`src/hdl/phbw_ram.sv`:
```
// Generic single-port RAM with registered read data.
module phbw_ram #(
  parameter int unsigned WIDTH = 64,
  parameter int unsigned DEPTH = 64,
  localparam int unsigned AW = (DEPTH > 1) ? $clog2(DEPTH) : 1
) (
  input  logic             clk_i,
  input  logic             we_i,
  input  logic [AW-1:0]    addr_i,
  input  logic [WIDTH-1:0] wdata_i,
  output logic [WIDTH-1:0] rdata_o
);

  logic [WIDTH-1:0] mem_q [DEPTH];
  logic [WIDTH-1:0] rdata_q;

  always_ff @(posedge clk_i) begin
    if (we_i) begin
      mem_q[addr_i] <= wdata_i;
    end
    rdata_q <= mem_q[addr_i];
  end

  assign rdata_o = rdata_q;

endmodule

```
`config.mk`:
```
export PLATFORM = sky130hd
export DESIGN_NAME = phbw_ram
export DESIGN_NICKNAME = d
export VERILOG_FILES = /design/src/hdl/phbw_ram.sv
export SDC_FILE = /design/constraint.sdc
export NUM_CORES = 2
export LEC_CHECK = 0
export BUFFER_PORTS_ARGS = -buffer_cell sky130_fd_sc_hd__clkbuf_2
export CORE_UTILIZATION = 30
export DETAILED_ROUTE_END_ITERATION = 6
export SLEW_MARGIN = 20
export SYNTH_ARGS = -nofsm -noshare
export SYNTH_HDL_FRONTEND = slang
export SYNTH_SLANG_ARGS = --single-unit
```
`constraint.sdc`:
```
create_clock -name clk_i -period 12.3 [get_ports clk_i]
set_clock_uncertainty 0.2 [all_clocks]
set_input_delay 0.615 -clock clk_i [delete_from_list [all_inputs] [get_ports clk_i]]
set_output_delay 0.615 -clock clk_i [all_outputs]
set_load 0.05 [all_outputs]
```
==> flow_summary.json <==
{
  "status": "finished, violations left",
  "violations": "DRC",
  "p_leak_nw": 54.27,
  "gp_congestion": 0.8142,
  "synth-edff-count": 4096,
  "synth-async-reset-ratio": 0,
  "drtIter0Drc": 13540,
  "tightest_slew_ns": 1.222,
  "fmax_mhz": 201.2,
  "drc": 58,
  "ys_ff_latch": 4160,
  "timing.final.crit_period_ns": 4.971,
  "rows": 264,
  "cap_violations": 0,
  "area_growth_pct": 14.37,
  "critPathMaxFanout": 132,
  "yosysSeqAreaShare": 0.7995,
  "path_clk_slew_ns": 0.06,
  "grt_pass1_vias": 88970,
  "worstPathCellList": "buf_8, nor2b_4, buf_12, nand3_1, nor2_4, buf_4",
  "synthCells": 8619,
  "required_ns": 12.65,
  "yosys_warnings": 0,
  "r2r_cells": 5,
  "synth_nets": 8691,
  "post-place-cells": 15300,
  "clock_latency_ns": 0.96,
  "rr_startpoint": "mem_q[57][2]$_DFFE_PP_",
  "setup_ws_ns": 7.329,
  "path_class": "input pin to register",
  "p_per_area_nw_per_um2": 166.0,
  "grt_start_max_net_pins": 133,
  "cts_max_level": 5,
  "setup.worst_path.end_class": "register",
  "cts_buffers": 399,
  "core-area_um2": 516600,
  "grt_usage": 0.1848,
  "wire_per_inst_um": 31.21,
  "grt-ovfl-total": 0,
  "num_vias": 91590,
  "setup_tns_ns": 0,
  "maxSlewHeadroom": 0.1852,
  "cp-start-kind": "input pin",
  "dieArea_um2": 521100,
  "hold_path_end": "mem_q[35][29]$_DFFE_PP_",
  "hpwl_um": 264500,
  "rsz0062_at_grt": "false",
  "fin_util": 0.3441,
  "hold_class": "input pin to register",
  "final_cells": 16050,
  "holdPathStages": 1,
  "post-place-ws_ns": 6.384,
  "ant_nets": 0,
  "cpMaxStageDelayCell": "nor2_4",
  "hp-start": "wdata_i[29]",
  "drt_wl_total_um": 500700,
  "regToRegEndpoint": "rdata_o[2]$_DFF_P_",
  "drv_slew": 0,
  "fin_nets": 8866,
  "r2r_slack_ns": 9.63,
  "slowest_delay_ns": 0.97,
  "cts_buffer_depth": 4,
  "initial_core_util": 0.3009,
  "synthFlopType": "edfxtp_1",
  "synth_area_per_cell_um2": 18.04,
  "hold_viol_final": 0,
  "routed_via_density": 5.708,
  "setup-violations-final": 0,
  "post-route-period-util": 0.4041,
  "cts_sinks": 4160,
  "syn-cell-area_um2": 155500,
  "cts_tree": "done",
  "drive_gt1_frac": 0.1488,
  "peakVddDrop_mv": 0.1368,
  "die_h_um": 721.8,
  "io_buffers": 135,
  "antenna_found_initial": 49,
  "first_pass_iters": 7,
  "yosysUniqueCellTypes": 57,
  "io_pins": 136,
  "arrival_ns": 5.32,
  "root_buffer": "clkbuf_16",
  "die_x_um": 721.8,
  "grt_pass1_wl_um": 694100
}
## layout make-up
type	count	area, um^2
fill	48140	338800
sequential	4160	124300
multi-input combinational	3801	28920
clock buffer	536	10880
tap	6916	8653
timing repair buffer	429	3177
clock inverter	188	1826
antenna	12	30.03
inverter	3	28.78
## cells in the mapped netlist (6+ instances only)
| cell type | count | area share |
|---|---|---|
| edfxtp_1 | 4096 | 0.79 |
| a22oi_1 | 684 | 0.033 |
| a221oi_1 | 636 | 0.036 |
| o22ai_1 | 506 | 0.020 |
| mux2i_1 | 337 | 0.022 |
| nand2_1 | 311 | 0.0075 |
| nor2_1 | 301 | 0.0073 |
| clkbuf_1 | 280 | 0.0068 |
| buf_2 | 253 | 0.0081 |
| a21oi_1 | 210 | 0.0068 |
| mux2_2 | 203 | 0.015 |
| o21ai_0 | 139 | 0.0045 |
| buf_1 | 91 | 0.0022 |
| dfxtp_1 | 64 | 0.0082 |
| mux4_2 | 63 | 0.0091 |
| nor4_1 | 58 | 0.0023 |
| nand4_1 | 36 | 0.0014 |
| a211oi_1 | 33 | 0.0016 |
| a221o_1 | 30 | 0.0019 |
| nand3b_1 | 30 | 0.0014 |
| o2111a_1 | 30 | 0.0022 |
| a222oi_1 | 28 | 0.0018 |
| a311oi_1 | 27 | 0.0015 |
| o2111ai_1 | 27 | 0.0015 |
| nor3_1 | 24 | 0.00077 |
| buf_4 | 23 | 0.0011 |
| o221ai_1 | 13 | 0.00073 |
| buf_6 | 8 | 0.00058 |
| nor2b_1 | 8 | 0.00032 |
| nand3_1 | 7 | 0.00023 |
| or3_1 | 7 | 0.00028 |
| a22o_1 | 6 | 0.00034 |
## kinds of logic after synthesis
kind of cell    after synthesis  share of synthesized area
compound gates             2389                     0.1132
buf+inv                     658                    0.01887
flops                      4160                     0.7995
mux                         604                    0.04560
simple gates                808                    0.02282
## registers in the layout (all words and copies together) (netlist names)
signal	flops
mem_q	4096
rdata_o	64
## layer usage
| metal | GRT usage | vias up | part of all wire |
|---|---|---|---|
| met3 | 0.04574 | 1140 | 0.12 |
| met4 | 0.07053 | 20 | 0.043 |
| met2 | 0.2870 | 6331 | 0.45 |
| li1 | - | 36520 | - |
| met5 | 0 | - | 0.00026 |
| met1 | 0.2497 | 47580 | 0.39 |
## how the worst max path moves through the flow
stage	start	to	cells past startpoint	slack (ns)
after detailed placement	addr_i[0]	mem_q[15][50]$_DFFE_PP_	6	6.38
after global routing	addr_i[0]	mem_q[53][46]$_DFFE_PP_	6	7.29
final	addr_i[0]	mem_q[53][46]$_DFFE_PP_	6	7.33
after floorplan	addr_i[2]	mem_q[15][0]$_DFFE_PP_	9	6.98
after CTS	addr_i[0]	mem_q[15][34]$_DFFE_PP_	6	7.39
after global placement	addr_i[0]	mem_q[15][46]$_DFFE_PP_	6	6.51
## worst max-delay path, delay by kind of cell
kind | cells | cell delay (ns)
simple gates | 3 | 2.30
buf+inv | 3 | 1.84
## where the power goes
part / switching, W / internal, W
sequential: 0.0000887 / 0.0157
clock: 0.00530 / 0.00682
combinational: 0.00121 / 0.000399
total: 0.00660 / 0.0229
## cell usage in the layout, fill, tap and decap left out, types with 22 or more instances in the layout
| cell type | Yosys | routed |
|---|---|---|
| edfxtp_1 | 4096 | 4096 |
| a22oi_1 | 684 | 684 |
| a221oi_1 | 636 | 636 |
| o22ai_1 | 506 | 506 |
| clkbuf_16 | 0 | 404 |
| mux2i_1 | 337 | 337 |
| nand2_1 | 311 | 303 |
| buf_4 | 23 | 281 |
| nor2_1 | 301 | 233 |
| a21oi_1 | 210 | 210 |
| mux2_2 | 203 | 203 |
| o21ai_0 | 139 | 139 |
| clkbuf_2 | 0 | 106 |
| clkbuf_1 | 280 | 105 |
| nor2_4 | 0 | 68 |
| clkinv_2 | 0 | 65 |
| clkinv_1 | 0 | 64 |
| dfxtp_1 | 64 | 64 |
| mux4_2 | 63 | 63 |
| nor4_1 | 58 | 53 |
| nand4_1 | 36 | 36 |
| a211oi_1 | 33 | 33 |
| nand3b_1 | 30 | 30 |
| a221o_1 | 30 | 30 |
| o2111a_1 | 30 | 30 |
| bufinv_16 | 0 | 29 |
| a222oi_1 | 28 | 28 |
| a311oi_1 | 27 | 27 |
| o2111ai_1 | 27 | 27 |
| clkbuf_8 | 0 | 27 |
| nor3_1 | 24 | 22 |
## metrics by stage
stage | hold slack, ns | cell area (um^2) | power [W]
2_1_floorplan | 0.3588 | 155500 | 0.01688
3_3_place_gp | 0.4015 | 164800 | 0.01765
5_1_grt | 0.01307 | 177800 | 0.03021
3_5_place_dp | 0.4051 | 164900 | 0.01768
6_report | 0.01099 | 177800 | 0.02952
4_1_cts | 0.04988 | 177600 | 0.02959
## repair_timing
| item | CTS | global route |
|---|---|---|
| endpoints found under the setup margin | 0 | 0 |
| endpoints found under the hold margin | 0 | 19 |
| resized for setup | 0 | 0 |
| hold buffers | 0 | 1 |
| setup buffers | 0 | 0 |
No activity file was read; power rests on OpenSTA's default activity.
