===== config.mk =====
export PLATFORM = sky130hd
export DESIGN_NAME = phbw_probe
export DESIGN_NICKNAME = d
export VERILOG_FILES = /design/src/hdl/phbw_pkg.sv /design/src/hdl/phbw_probe.sv
export SDC_FILE = /design/constraint.sdc
export NUM_CORES = 1
export LEC_CHECK = 0
export ABC_AREA = 0
export BUFFER_PORTS_ARGS = -buffer_cell sky130_fd_sc_hd__buf_2
export CAP_MARGIN = 25
export CORE_AREA = 3 3 117 119
export DETAILED_ROUTE_END_ITERATION = 7
export DIE_AREA = 0 0 120 122
export GPL_ROUTABILITY_DRIVEN = 0
export PLACE_DENSITY = 0.75
export SYNTH_ARGS = -nofsm -noshare
export SYNTH_HDL_FRONTEND = slang
export SYNTH_SLANG_ARGS = --single-unit

===== constraint.sdc =====
create_clock -name vclk -period 3.05
set_clock_uncertainty 0.15 [all_clocks]
set_input_delay 0.305 -clock vclk [all_inputs]
set_output_delay 0.305 -clock vclk [all_outputs]
set_load 0.05 [all_outputs]

===== src/hdl/phbw_pkg.sv =====
// Package of shared types and constants for the processed-height bitmap window.
package phbw_pkg;

  localparam int unsigned WINDOW_WORDS_DEF = 64;
  localparam int unsigned HEIGHT_W = 64;
  localparam int unsigned WORD_W = 64;
  localparam int unsigned WORD_IDX_W = 58;
  localparam int unsigned TOP_W = 59;
  localparam int unsigned GAP_W = 16;
  localparam int unsigned CNT_W = 17;

  typedef enum logic [1:0] {
    OP_RECORD  = 2'd0,
    OP_ADVANCE = 2'd1,
    OP_QUERY   = 2'd2,
    OP_GAP     = 2'd3
  } op_e;

  typedef enum logic [3:0] {
    ST_CLR,
    ST_IDLE,
    ST_DISP,
    ST_REC_CLR,
    ST_REC_RD,
    ST_REC_WR,
    ST_QRY_RD,
    ST_GAP,
    ST_GAP_FILL
  } state_e;

  // Result of probing one height against the window and the cached word.
  typedef struct packed {
    logic in_win;
    logic hit;
    logic bit_val;
  } probe_t;

endpackage


===== src/hdl/phbw_probe.sv =====
// Bit probe unit: window check and cached-word lookup for one height.
module phbw_probe (
  input  logic [phbw_pkg::HEIGHT_W-1:0]   pos_i,
  input  logic [phbw_pkg::WORD_IDX_W-1:0] base_i,
  input  logic [phbw_pkg::TOP_W-1:0]      top_i,
  input  logic                            cache_valid_i,
  input  logic [phbw_pkg::WORD_IDX_W-1:0] cache_tag_i,
  input  logic [phbw_pkg::WORD_W-1:0]     cache_word_i,
  output phbw_pkg::probe_t                probe_o
);

  logic [phbw_pkg::WORD_IDX_W-1:0] word;

  assign word = pos_i[phbw_pkg::HEIGHT_W-1:6];

  always_comb begin
    probe_o.in_win  = (word >= base_i) && ({1'b0, word} < top_i);
    probe_o.hit     = cache_valid_i && (cache_tag_i == word);
    probe_o.bit_val = probe_o.in_win && cache_word_i[pos_i[5:0]];
  end

endmodule


==> impl_metrics.py, run 1 <==
metrics = {
    "sta": {
        "worst_slew_pin_slew_ns": 0.505,
        "holdWs_ns": 0.988,
        "layout_setup_ws_ns": 0.156,
        "period_minus_slack_ns": 2.89,
        "max_clock_freq_mhz": 346,
        "drv_slew": 0,
        "report.final.setup_viol": 0,
        "period_share_pct": 94.9,
        "final_hold_viol_count": 0,
        "slew-limit-headroom_pct": 66.0,
    },
    "outcome": {
        "status": "finished, final reports clean",
    },
    "die": {
        "fp.dieW_um": 120,
        "initial_core_util_pct": 32.3,
        "core_um2": 12700,
        "num_rows": 41,
        "die_y_um": 122,
        "dieArea_um2": 14600,
        "ioPinCount": 307,
    },
    "global_routing": {
        "grt_pass1_wl_um": 24600,
        "grtUsageTotal_pct": 21.2,
        "grt_max_degree": 17,
        "antenna_found_initial": 2,
        "gr-total-overflow": 0,
        "grt_pass1_vias": 5042,
    },
    "run": {
        "maxCapViolations": 0,
    },
    "worst_hold_path": {
        "min_path_type": "primary input to primary output",
        "whs_path_depth": 4,
    },
    "detailed_routing": {
        "finalWirelength_um": 16700,
        "dr.first_iter.drc_count": 142,
        "vias_per_cell": 4.92,
        "drt-pass1-iter-count": 4,
        "post_drt_wl_per_cell_um": 16.4,
        "vias": 5001,
        "ant_nets": 0,
        "drc_errors": 0,
    },
    "setup_path": {
        "critPathRequiredTime_ns": 2.59,
        "critPathLaunchType": "primary input",
        "crit_family": "compound AO/OA/AOI/OAI gates",
        "cp.depth": 10,
        "arrival_ns": 2.44,
        "crit_chain": "buf_2 > ha_1 > a21oi_1 > a21boi_0 > o311ai_1 > o21ai_1 > o41ai_2 > a21oi_1 > nor3_2 > buf_2",
        "cp_num_buf_inv": 2,
        "path_class": "primary input to primary output",
        "cpPeakStageDelay_ns": 0.40,
        "cp-end-kind": "primary output",
        "worstPathMaxFanout": 3,
        "cp_slowest_cell": "o41ai_2",
    },
    "finish": {
        "seq_cells": 0,
        "num-clock-buffers": 0,
        "drive_gt1_share_pct": 37.9,
        "final_nets": 1265,
        "syn_to_final_growth_pct": 42.9,
        "fin_util_pct": 46.2,
        "ff_latch_area_um2": 0,
        "final_area_um2": 5860,
    },
    "pwr": {
        "p_per_area_nw_per_um2": 126,
        "leakage_uw": 0.00356,
        "max-vdd-ir-drop_mv": 0.0547,
    },
    "placed_design": {
        "io_buffers": 307,
        "dp_slack_ns": 0.103,
        "dp_hpwl_um": 15800,
        "placedInstanceArea_um2": 5850,
    },
    "cts": {
        "cts_resized": 0,
        "hold_buffers": 0,
        "cts_setup_buffers": 0,
    },
    "synthesis": {
        "synth_top_area_share_pct": 35.1,
        "syn_avg_cell_area_um2": 7.63,
        "synth_area_leaders": "ha_1 (35%), inv_1 (12%), mux4_1 (7.1%), xor2_1 (6.2%), a21oi_1 (5.4%)",
        "synth_common_cells": "inv_1 (134), ha_1 (115), a21oi_1 (44), xor2_1 (29), nand4_1 (24)",
        "synth_area_um2": 4100,
        "seq_area_frac_synth_pct": 0,
        "syn_nets": 956,
        "synth_top_area_cell": "ha_1",
        "synth.distinct_cells": 43,
        "synthesis.instances": 537,
        "synth.most_common_cell": "inv_1",
        "yosysWarnings": 0,
    },
}
==> layout make-up <==
type / instances / area, um^2
diodes: 1 / 2.50
fillers: 1329 / 6810
inverters: 134 / 503
multi-input cells: 399 / 3570
well taps: 172 / 215
repair buffers: 311 / 1570
==> power breakdown <==
part / internal (uW) / switching [uW] / leakage [uW] / total (uW)
clock: 0.0000438 / 0 / 0.00000000634 / 0.0000438
sequential: 0 / 0 / 0 / 0
combinational: 374 / 366 / 0.00356 / 740
total: 374 / 366 / 0.00356 / 740
==> through the flow <==
stage	TNS, ns	cells	total power [uW]
detailed placement	0	1016	744
finish	0	1017	740
floorplan	0	537	393
CTS	0	1016	748
global route	-0.0106	1016	842
global placement	0	1016	733
==> layer usage <==
layer  part of all wire, %  wire, um  GRT usage (%)
met1                    37      6200           23.2
met2                    54      9010           43.9
met3                   7.8      1290           3.25
met4                  0.94       156           1.93
met5                  0.16        27              0
==> logic make-up (layout without fill, tap and decap cells) <==
logic type	Yosys count	after routing	synth area share, %
AOI/OAI and AO/OA	120	120	18.7
muxes	17	17	10.3
adders and majority gates	115	115	35.1
buffers and inverters	138	445	13.3
and+or+nand+nor	106	106	13.8
xor gates and xnor gates	41	41	8.76
other	0	1	0
==> worst min-delay path, delay by kind of cell <==
family,cells,cell delay [ns]
and+or+nand+nor,1,0.04
buffers and inverters,2,0.29
muxes,1,0.20
==> final timing paths <==
path	start	end	slack (ns)
hold / removal	pos_i[5]	probe_o[0]	0.99
setup / recovery	pos_i[15]	probe_o[0]	0.16
==> cell usage in the layout, fill, tap and decap left out, drive strengths merged, types with 2 or more instances in the layout <==
master / count
a211oi: 5
a21boi: 2
a21o: 13
a21oi: 44
a221o: 2
a221oi: 9
a22o: 4
a22oi: 4
and2: 2
and4: 5
buf: 311
ha: 115
inv: 134
mux4: 17
nand2: 22
nand3: 13
nand4: 24
nor2: 15
nor2b: 5
nor3: 5
nor4: 11
o21ai: 19
o22ai: 7
o2bb2ai: 2
o31ai: 2
o41ai: 2
xnor2: 12
xor2: 29
(Power assumes the default switching activity.)
==> run 2: changes to the inputs <==
--- a/config.mk
+++ b/config.mk
@@ -12,7 +12,10 @@
 export DETAILED_ROUTE_END_ITERATION = 7
 export DIE_AREA = 0 0 120 122
 export GPL_ROUTABILITY_DRIVEN = 0
+export MAX_ROUTING_LAYER = met4
 export PLACE_DENSITY = 0.75
+export REMOVE_ABC_BUFFERS = 1
+export SLEW_MARGIN = 20
 export SYNTH_ARGS = -nofsm -noshare
 export SYNTH_HDL_FRONTEND = slang
 export SYNTH_SLANG_ARGS = --single-unit
==> run 2 against run 1 <==
  * Power increased by 1.4%
  * Global-route usage increased by 0.68 points
  * Setup slack got worse by 0.016 ns
  * Flip-flop and latch count unchanged
  * Count of clock-buffer cells in the layout unchanged
  * Utilization increased by 0.33 points
  * Cell count increased by 0.59%
  * Worst hold slack got worse by 0.026 ns
  * Critical path depth increased by 1
  * Routed wire length increased by 1.4%
  * Via count increased by 1.2%
==> impl_metrics.py, run 2 (same netlist as run 1, synthesis figures left out) <==
metrics = {
    "outcome": {
        "status": "finished, final reports clean",
    },
    "placed_design": {
        "dp_hpwl_um": 16000,
        "dp_slack_ns": 0.0610,
        "placedInstanceArea_um2": 5890,
        "io_buffers": 307,
    },
    "finish": {
        "fin_util_pct": 46.6,
        "seq_cells": 0,
        "fill_cells": 1299,
        "n_antenna_cell": 0,
        "syn_to_final_growth_pct": 43.9,
        "final_common_cell": "buf_2",
        "final_cell_mix": "buf_2 (306), inv_1 (134), ha_1 (115)",
        "num-clock-buffers": 0,
        "drive_gt1_share_pct": 38.2,
        "ff_latch_area_um2": 0,
        "final_nets": 1272,
        "final_area_um2": 5900,
    },
    "pwr": {
        "p_per_area_nw_per_um2": 127,
        "swShare_pct": 49.6,
        "clkPwrFrac_pct": 0,
        "max-vdd-ir-drop_mv": 0.0557,
        "power_frac_seq_pct": 0,
        "leakage_uw": 0.00359,
        "p_sw_uw": 372,
        "combPwrFrac_pct": 100.0,
        "p_int_uw": 378,
    },
    "detailed_routing": {
        "finalWirelength_um": 16900,
        "vias": 5060,
        "drt-pass1-iter-count": 5,
        "ant_nets": 0,
        "vias_per_cell": 4.95,
        "dr.first_iter.drc_count": 205,
        "post_drt_wl_per_cell_um": 16.5,
        "drc_errors": 0,
    },
    "die": {
        "core_um2": 12700,
        "initial_core_util_pct": 32.3,
        "dieArea_um2": 14600,
        "die_y_um": 122,
        "ioPinCount": 307,
        "num_rows": 41,
        "fp.dieW_um": 120,
    },
    "setup_path": {
        "path_class": "primary input to primary output",
        "cp-end-kind": "primary output",
        "critPathRequiredTime_ns": 2.59,
        "critPathLaunchType": "primary input",
        "worstPathMaxFanout": 3,
        "arrival_ns": 2.46,
    },
    "sta": {
        "layout_setup_ws_ns": 0.140,
        "holdWs_ns": 0.961,
        "period_minus_slack_ns": 2.91,
        "final_hold_viol_count": 0,
        "slew-limit-headroom_pct": 63.3,
        "worst_slew_pin_slew_ns": 0.546,
        "max_clock_freq_mhz": 344,
        "drv_slew": 0,
        "finalSetupTns_ns": 0,
        "period_share_pct": 95.4,
        "report.final.setup_viol": 0,
    },
    "global_routing": {
        "grt_use_met2_pct": 43.2,
        "grt_pass1_vias": 5091,
        "met1_usage_pct": 24.5,
        "antenna_found_initial": 0,
        "gr-total-overflow": 0,
        "top_usage_layer": "met2",
        "grtUsageTotal_pct": 21.9,
        "grt_max_degree": 17,
        "gr-usage-met3_pct": 1.39,
        "grt_pass1_wl_um": 24700,
    },
    "run": {
        "maxCapViolations": 0,
    },
    "cts": {
        "cts_resized": 0,
        "cts_setup_buffers": 0,
        "hold_buffers": 0,
    },
    "worst_hold_path": {
        "whs_path_depth": 4,
        "min_path_type": "primary input to primary output",
    },
}
## run 2: cell count changes in the layout (fill, tap and decap cells not counted), sizes merged
| cell | previous run | this run |
|---|---|---|
| diode | 1 | 0 |
| buf | 311 | 317 |
| clkbuf | 0 | 1 |
## run 2: worst max-delay path: stages
cell and delay (ns):
buf_2 0.11, ha_1 0.33, a21oi_1 0.14, a21boi_0 0.09
o311ai_1 0.27, o21ai_1 0.18, o41ai_2 0.36, buf_4 0.16
a21oi_1 0.07, nor3_1 0.17, clkbuf_4 0.26
## run 2: final timing paths
path	start	to	slack, ns
worst max-delay path	pos_i[15]	probe_o[0]	0.14
worst min-delay path	pos_i[5]	probe_o[0]	0.96
## run 2: power groups by stage
stage	Sequential (uW)	Clock [uW]	Combinational, uW
final	0	0	750
after detailed placement	0	0	750
after CTS	0	0	754
after floorplan	0	0	380
after global placement	0	0	734
after global routing	0	0	848
## run 2: cell type report
type               count  area (um^2)  share of cell area [%]
repair buffers       318         1620                    27.5
inverters            134          503                    8.53
well taps            172          215                    3.65
multi-input cells    399         3560                    60.3
## run 2: layer usage
| metal | wire, um | share of wire, % |
|---|---|---|
| met5 | 0 | 0 |
| met4 | 306 | 1.8 |
| met3 | 1090 | 6.5 |
| met2 | 9020 | 53 |
| met1 | 6500 | 38 |
## run 2: metrics by stage
step                      cells  total power [uW]
final                      1023               750
after global routing       1023               848
after CTS                  1023               754
after detailed placement   1023               750
after global placement     1023               734
after floorplan             533               380
